## src/hdl/crs_pkg.sv

```systemverilog
// ----------------------------------------------------------------------------
// crs_pkg
// Shared types and constants for the closest room search block.
// ----------------------------------------------------------------------------
package crs_pkg;

  localparam int MAX_ROOMS = 1024;
  localparam int ADDR_W    = $clog2(MAX_ROOMS);
  localparam int CNT_W     = $clog2(MAX_ROOMS + 1);
  localparam int VAL_W     = 24;
  localparam int ROOM_W    = 2 * VAL_W;
  localparam int Q_DEPTH   = 2;
  localparam int Q_PTR_W   = $clog2(Q_DEPTH);
  localparam int Q_CNT_W   = $clog2(Q_DEPTH + 1);

  localparam logic [1:0] CMD_ADD   = 2'd0;
  localparam logic [1:0] CMD_QUERY = 2'd1;
  localparam logic [1:0] CMD_CLEAR = 2'd2;

  typedef enum logic [1:0] {
    OP_ADD,
    OP_QUERY,
    OP_CLEAR,
    OP_BAD
  } op_t;

  typedef enum logic [2:0] {
    STATUS_FOUND   = 3'd0,
    STATUS_NONE    = 3'd1,
    STATUS_ADDED   = 3'd2,
    STATUS_FULL    = 3'd3,
    STATUS_CLEARED = 3'd4
  } status_t;

  typedef enum logic [1:0] {
    BK_IDLE,
    BK_SCAN,
    BK_DONE
  } bk_state_t;

  // For an add, a is the id and b the size; for a query, a is the preferred
  // id and b the minimum size.
  typedef struct packed {
    op_t              op;
    logic [VAL_W-1:0] a;
    logic [VAL_W-1:0] b;
  } op_entry_t;

endpackage

```

## src/hdl/crs_front.sv

```systemverilog
// ----------------------------------------------------------------------------
// crs_front
// Accepts input transactions, decodes the command and queues the operation.
// ----------------------------------------------------------------------------
module crs_front
  import crs_pkg::*;
(
  input  logic       clk,
  input  logic       rst,
  input  logic       s_axis_tvalid,
  output logic       s_axis_tready,
  input  logic [95:0] s_axis_tdata,
  input  logic [1:0] s_axis_tuser,
  output logic       q_valid,
  output op_entry_t  q_entry,
  input  logic       q_pop
);

  op_entry_t          entries [Q_DEPTH];
  logic [Q_PTR_W-1:0] wptr;
  logic [Q_PTR_W-1:0] rptr;
  logic [Q_CNT_W-1:0] fill;
  op_entry_t          decoded;
  logic               push;

  always_comb begin
    decoded.a = s_axis_tdata[23:0];
    decoded.b = s_axis_tdata[47:24];
    unique case (s_axis_tuser)
      CMD_ADD: begin
        decoded.op = OP_ADD;
      end
      CMD_QUERY: begin
        decoded.op = OP_QUERY;
        decoded.a  = s_axis_tdata[71:48];
        decoded.b  = s_axis_tdata[95:72];
      end
      CMD_CLEAR: begin
        decoded.op = OP_CLEAR;
      end
      default: begin
        decoded.op = OP_BAD;
      end
    endcase
  end

  assign s_axis_tready = (fill != Q_CNT_W'(Q_DEPTH));
  assign push          = s_axis_tvalid && s_axis_tready;
  assign q_valid       = (fill != '0);
  assign q_entry       = entries[rptr];

  always_ff @(posedge clk) begin
    if (push) begin
      entries[wptr] <= decoded;
    end
    if (rst) begin
      wptr <= '0;
      rptr <= '0;
      fill <= '0;
    end else begin
      if (push) begin
        wptr <= wptr + 1'b1;
      end
      if (q_pop) begin
        rptr <= rptr + 1'b1;
      end
      if (push && !q_pop) begin
        fill <= fill + 1'b1;
      end else if (!push && q_pop) begin
        fill <= fill - 1'b1;
      end
    end
  end

endmodule

```

## config.mk

```make
export PLATFORM = sky130hd
export DESIGN_NAME = crs_front
export DESIGN_NICKNAME = d
export VERILOG_FILES = /design/src/hdl/crs_pkg.sv /design/src/hdl/crs_front.sv
export SDC_FILE = /design/constraint.sdc
export NUM_CORES = 1
export LEC_CHECK = 0
export BUFFER_PORTS_ARGS = -buffer_cell sky130_fd_sc_hd__buf_2
export CAP_MARGIN = 20
export CORE_MARGIN = 1
export CORE_UTILIZATION = 35
export CTS_BUF_LIST = sky130_fd_sc_hd__clkbuf_8 sky130_fd_sc_hd__clkbuf_16
export CTS_CLUSTER_DIAMETER = 100
export DETAILED_ROUTE_END_ITERATION = 7
export SYNTH_ARGS = -nofsm -noshare
export SYNTH_HDL_FRONTEND = slang
export SYNTH_SLANG_ARGS = --single-unit
```

## constraint.sdc

```tcl
create_clock -name clk -period 2.3 [get_ports clk]
set_clock_uncertainty 0.15 [all_clocks]
set_input_delay 0.23 -clock clk [delete_from_list [all_inputs] [get_ports clk]]
set_output_delay 0.23 -clock clk [all_outputs]
set_load 0.05 [all_outputs]
```

======== Word-level counts from Yosys, hierarchy flattened ========
Memory sizes are Yosys's and may differ from the RTL's. A register that Yosys moved wholly into a read port is not among the register bits.
Cells that the tools add are included.
Widths: inputs -> output; s select.
storage, ports and cells
  register bits ........................... 4
  memory bits (writable) .................. 100
  input port bits ......................... 102
  output and inout port bits .............. 52
  logic and storage cells ................. 27
  memories kept ........................... 1
memories
  name     depth  bits a word  read ports  clocked after Yosys merged registers in  write ports  RTL line         text
  entries  2      50           1           1                                        1            crs_front.sv:19  op_entry_t entries [Q_DEPTH];
operators by class
  add/subtract/negate cells ............... 4
  equal/unequal tests ..................... 3
  muxes and demuxes ....................... 8
  reduce and logical (&&, ||, !) cells .... 8
operators by type and width
  operator             count
  $mux 48              1
  $pmux 2 s3           1
  $mux 1               4
  $mux 2               2
  $reduce_bool 2->1    2
  $logic_and 1x1->1    3
  $add 1x1->1 const B  2
  $add 2x1->2 const B  1
  $eq 2x1->1 const B   1
  $eq 2x2->1 const B   1
  $logic_not 1->1      2
  $logic_not 2->1      1
  $ne 2x2->1 const B   1
  $sub 2x1->2 const B  1

======== Longest topological paths before layout ========
  depth after elaboration ................. 6
  gate-level depth with buffers ........... 6
  depth with buffers taken out ............ 6

======== Worst setup path before layout ========
OpenSTA, ideal clock, no wires.
  kind .................................... reg-to-reg
  start ................................... reg fill[0]
  end ..................................... mem entries[1][0] (netlist bit) (enable)
  library setup time ...................... 0.413 ns
  arrival time ............................ 2.206 ns
  required time ........................... 1.737 ns
  path slack .............................. -0.469 ns
  stages on the path, launching flop included .. 3
  buffers on the path ..................... 0
  clock period less this slack ............ 2.769 ns
  path through ............................ dfxtp_1 nand2b_1 and3_1
on the way
  cells in the longest elaborated chain, start to end .. 4
ends and longest elaborated chain
  item                          RTL line         text
  start: declaration            crs_front.sv:22  logic [Q_CNT_W-1:0] fill;
  start signal: assignment      crs_front.sv:68  fill <= fill + 1'b1;
  start signal: assignment      crs_front.sv:70  fill <= fill - 1'b1;
  $ne 2x2->1                    crs_front.sv:47  assign s_axis_tready = (fill != Q_CNT_W'(Q_DEPTH));
  named net s_axis_tready       crs_front.sv:11  output logic s_axis_tready,
  $logic_and 1x1->1             crs_front.sv:48  assign push = s_axis_tvalid && s_axis_tready;
  $mux 1                        crs_front.sv:53  if (push) begin
  $mux 1 (implied by the code)  crs_front.sv:54  entries[wptr] <= decoded;
  end: declaration              crs_front.sv:19
The timed path passes the listed nets, and every way through them passes these cells.

==> reports/metrics.csv <==
stage,metric,value,unit
drt,drt_wl_total,8.12,mm
setup_path,worst_path_largest_cell_delay,400,ps
timing,report.final.slew_viol_count,0,
setup_path,worst-setup-path-type,flop to output port,
cts,cts.clk_slew.worst_paths,60,ps
final_layout,num_antenna_cells,0,
setup_path,worst_ep_required_time,1920,ps
global_route,gr-total-overflow,0,
logic_synthesis,post_synth_most_frequent_cells,"sky130_fd_sc_hd__edfxtp_1, sky130_fd_sc_hd__mux2_2, sky130_fd_sc_hd__mux2_4",
worst_hold_path,min_path_type,input port to flop,
logic_synthesis,synth_warnings,0,
timing,fmaxAchievable,496,MHz
floorplan,die_x,116,µm
cts,cts-root-to-sink-buffers,2,
drt,routed-via-count,2529,
pwr,ir_drop,0.613,mV
global_route,grt_start_max_net_pins,51,
logic_synthesis,synthTopCellsByArea,"sky130_fd_sc_hd__edfxtp_1, sky130_fd_sc_hd__mux2_2, sky130_fd_sc_hd__mux2_4",
cts,postCtsResizedCells,0,
timing,fin_crit,2020,ps
final_layout,syn2layout_area_growth,29.7,%
cts,cts.sink_count,105,
floorplan,die_area,13400,µm²
pwr,power_density,930,nW/µm²
global_route,grt_pass1_vias,2541,
placed_design,worst_setup_slack_before_clock_tree_synthesis,567,ps
setup_path,worst-path-buf-inv,2,
cts,clock_tree_from_tritoncts,yes,
logic_synthesis,syn-num-nets,339,
logic_synthesis,syn-mean-instance-area,19.2,µm²
setup_path,worstSetupEndpointType,output port,
logic_synthesis,synth.yosys.seq_area_share,68.6,%
placed_design,detailed_place_hpwl,5.32,mm
logic_synthesis,fraction_of_registers_with_async_set_reset,0,%
global_route,grt_pass1_wl,12.2,mm
floorplan,design.core.area,12600,µm²
cts,root_buffer,sky130_fd_sc_hd__clkbuf_16,
job,maxCapViolCount,0,
setup_path,worst-endpoint-arrival,1640,ps
placed_design,port_buffers,153,
logic_synthesis,synth_ff_type,sky130_fd_sc_hd__edfxtp_1,
status,status,"complete, no violations",
timing,timing.setup.tns,0,ps
drt,drc,0,
timing,finalWorstSetupSlack,284,ps
timing,rsz0062_at_grt,no,
timing,setup_viol,0,
final_layout,drive_gt1_share,69.4,%
setup_path,cpLargestDelayFamily,buffers and inverters,
timing,slew_headroom,70.4,%
logic_synthesis,post_synth_inst_count,236,
setup_path,cp_cell_sequence,buf_4 > mux2_2 > buf_2,
floorplan,die_height,116,µm
global_route,grt_antenna_before_repair,0,
logic_synthesis,netlist_area,4520,µm²
drt,drt.antenna.violating_nets,0,
timing,hold_violations,0,
logic_synthesis,synth_largest_type_area_fraction,66.4,%
setup_path,largest_driver_fanout_on_the_critical_path,27,
drt,routed_via_density,4.41,
floorplan,core.rowCount,41,
cts,htree_num_levels,3,
logic_synthesis,yosys.area.top_type,sky130_fd_sc_hd__edfxtp_1,
pwr,leakagePower,2.31,nW
floorplan,initial_utilization,35.8,%
global_route,grt_util_all_layers,12.6,%
floorplan,pin_count,154,
drt,wl_per_cell,14.1,µm
cts,cts_made_buffers,9,
cts,worstSkewPairLatency,340,ps
logic_synthesis,synth_edf_count,100,
setup_path,cp_slowest_cell,sky130_fd_sc_hd__mux2_2,
drt,dr.first_iter.drc_count,78,
logic_synthesis,synth.ff_latch_count,105,
drt,firstDrtPassIters,4,
final_layout,num-nets-final,500,
logic_synthesis,synth.distinct_cells,24,
setup_path,cp-start-kind,flop,
timing,max_slew.worst_pin.slew,444,ps
final_layout,final_core_util,46.5,%
logic_synthesis,yosys.cell_count.top_type,sky130_fd_sc_hd__edfxtp_1,
placed_design,gp_congestion,0.664,
timing,final_min_period_over_clock_period,87.6,%
[placed cells by master (no fill, tap or decap), types with 3 or more instances in the layout]
cell | synthesis | final
sky130_fd_sc_hd__mux2_4 | 20 | 20
sky130_fd_sc_hd__buf_4 | 2 | 6
sky130_fd_sc_hd__buf_2 | 6 | 153
sky130_fd_sc_hd__clkbuf_16 | 0 | 9
sky130_fd_sc_hd__dfxtp_1 | 5 | 4
sky130_fd_sc_hd__nor2_1 | 3 | 3
sky130_fd_sc_hd__dlygate4sd3_1 | 0 | 3
sky130_fd_sc_hd__inv_1 | 2 | 3
sky130_fd_sc_hd__edfxtp_1 | 100 | 100
sky130_fd_sc_hd__mux2_2 | 78 | 78
sky130_fd_sc_hd__bufinv_16 | 0 | 4
[layout make-up]
| class | count | area, µm² |
|---|---|---|
| fill | 1160 | 6760 |
| tap | 172 | 215 |
| clock buffer | 9 | 225 |
| clock inverter | 7 | 135 |
| multi-input combinational | 116 | 1310 |
| timing repair buffer | 163 | 861 |
| sequential | 105 | 3100 |
| inverter | 2 | 11.3 |
[sequential cells by signal, indices dropped and copies added (netlist names), named ones only]
register and cells:
entries 100, fill 2, rptr 1, wptr 1
[path summary, 6_finish.rpt]
kind         slack (ps)     from  depth (start not counted)          to
max                 280     flop                          3  q_entry[2]
min                  20    q_pop                          3        rptr
max reg2reg         580  fill[0]                          5     fill[1]
min reg2reg         370  fill[1]                          2     fill[1]
[kinds of logic (layout without fill, tap and decap cells)]
family | Yosys count | count (layout) | share of synthesized area [%]
buf+inv | 15 | 181 | 2.46
compound gates | 4 | 4 | 0.553
xor+xnor | 3 | 3 | 0.581
simple gates | 10 | 10 | 1.41
flops | 105 | 105 | 68.6
fa+ha+maj | 1 | 1 | 0.277
mux | 98 | 98 | 26.1
[metal layers]
metal  share of wire (%)  GRT usage, %  wire (µm)  vias to the layer above
met2                  50          21.0       4030                       88
li1                    -             -          -                     1228
met4                0.86          4.62         70                        0
met5                   0             0          0                        -
met3                 7.1          5.65        574                        9
met1                  42          14.1       3440                     1204
[per-stage QoR]
step / hold slack, ps / instances / total power [mW] / area (µm²)
final: 21.7 / 574 / 5.45 / 5860
after global routing: 24.8 / 574 / 5.67 / 5860
after CTS: 3.48 / 574 / 5.53 / 5860
after detailed placement: 297 / 555 / 3.71 / 5470
after global placement: 290 / 555 / 3.69 / 5470
after floorplan: 149 / 236 / 3.39 / 4530
[power by group]
part / internal [mW] / total (mW) / switching [mW]
Sequential: 2.34 / 2.38 / 0.0446
Clock: 1.16 / 1.80 / 0.635
Combinational: 0.412 / 1.27 / 0.857
[worst min-delay path: stages]
cell,delay (ps)
sky130_fd_sc_hd__buf_2,100
sky130_fd_sc_hd__xnor2_1,70
sky130_fd_sc_hd__nor2_1,70
[what timing repair did]
action / in CTS / in global routing
endpoints found under the setup margin: 0 / 0
hold buffers: 3 / 0
buffers inserted: 0 / 0
hold endpoints to repair: 9 / 0
(Power assumes the default switching activity.)
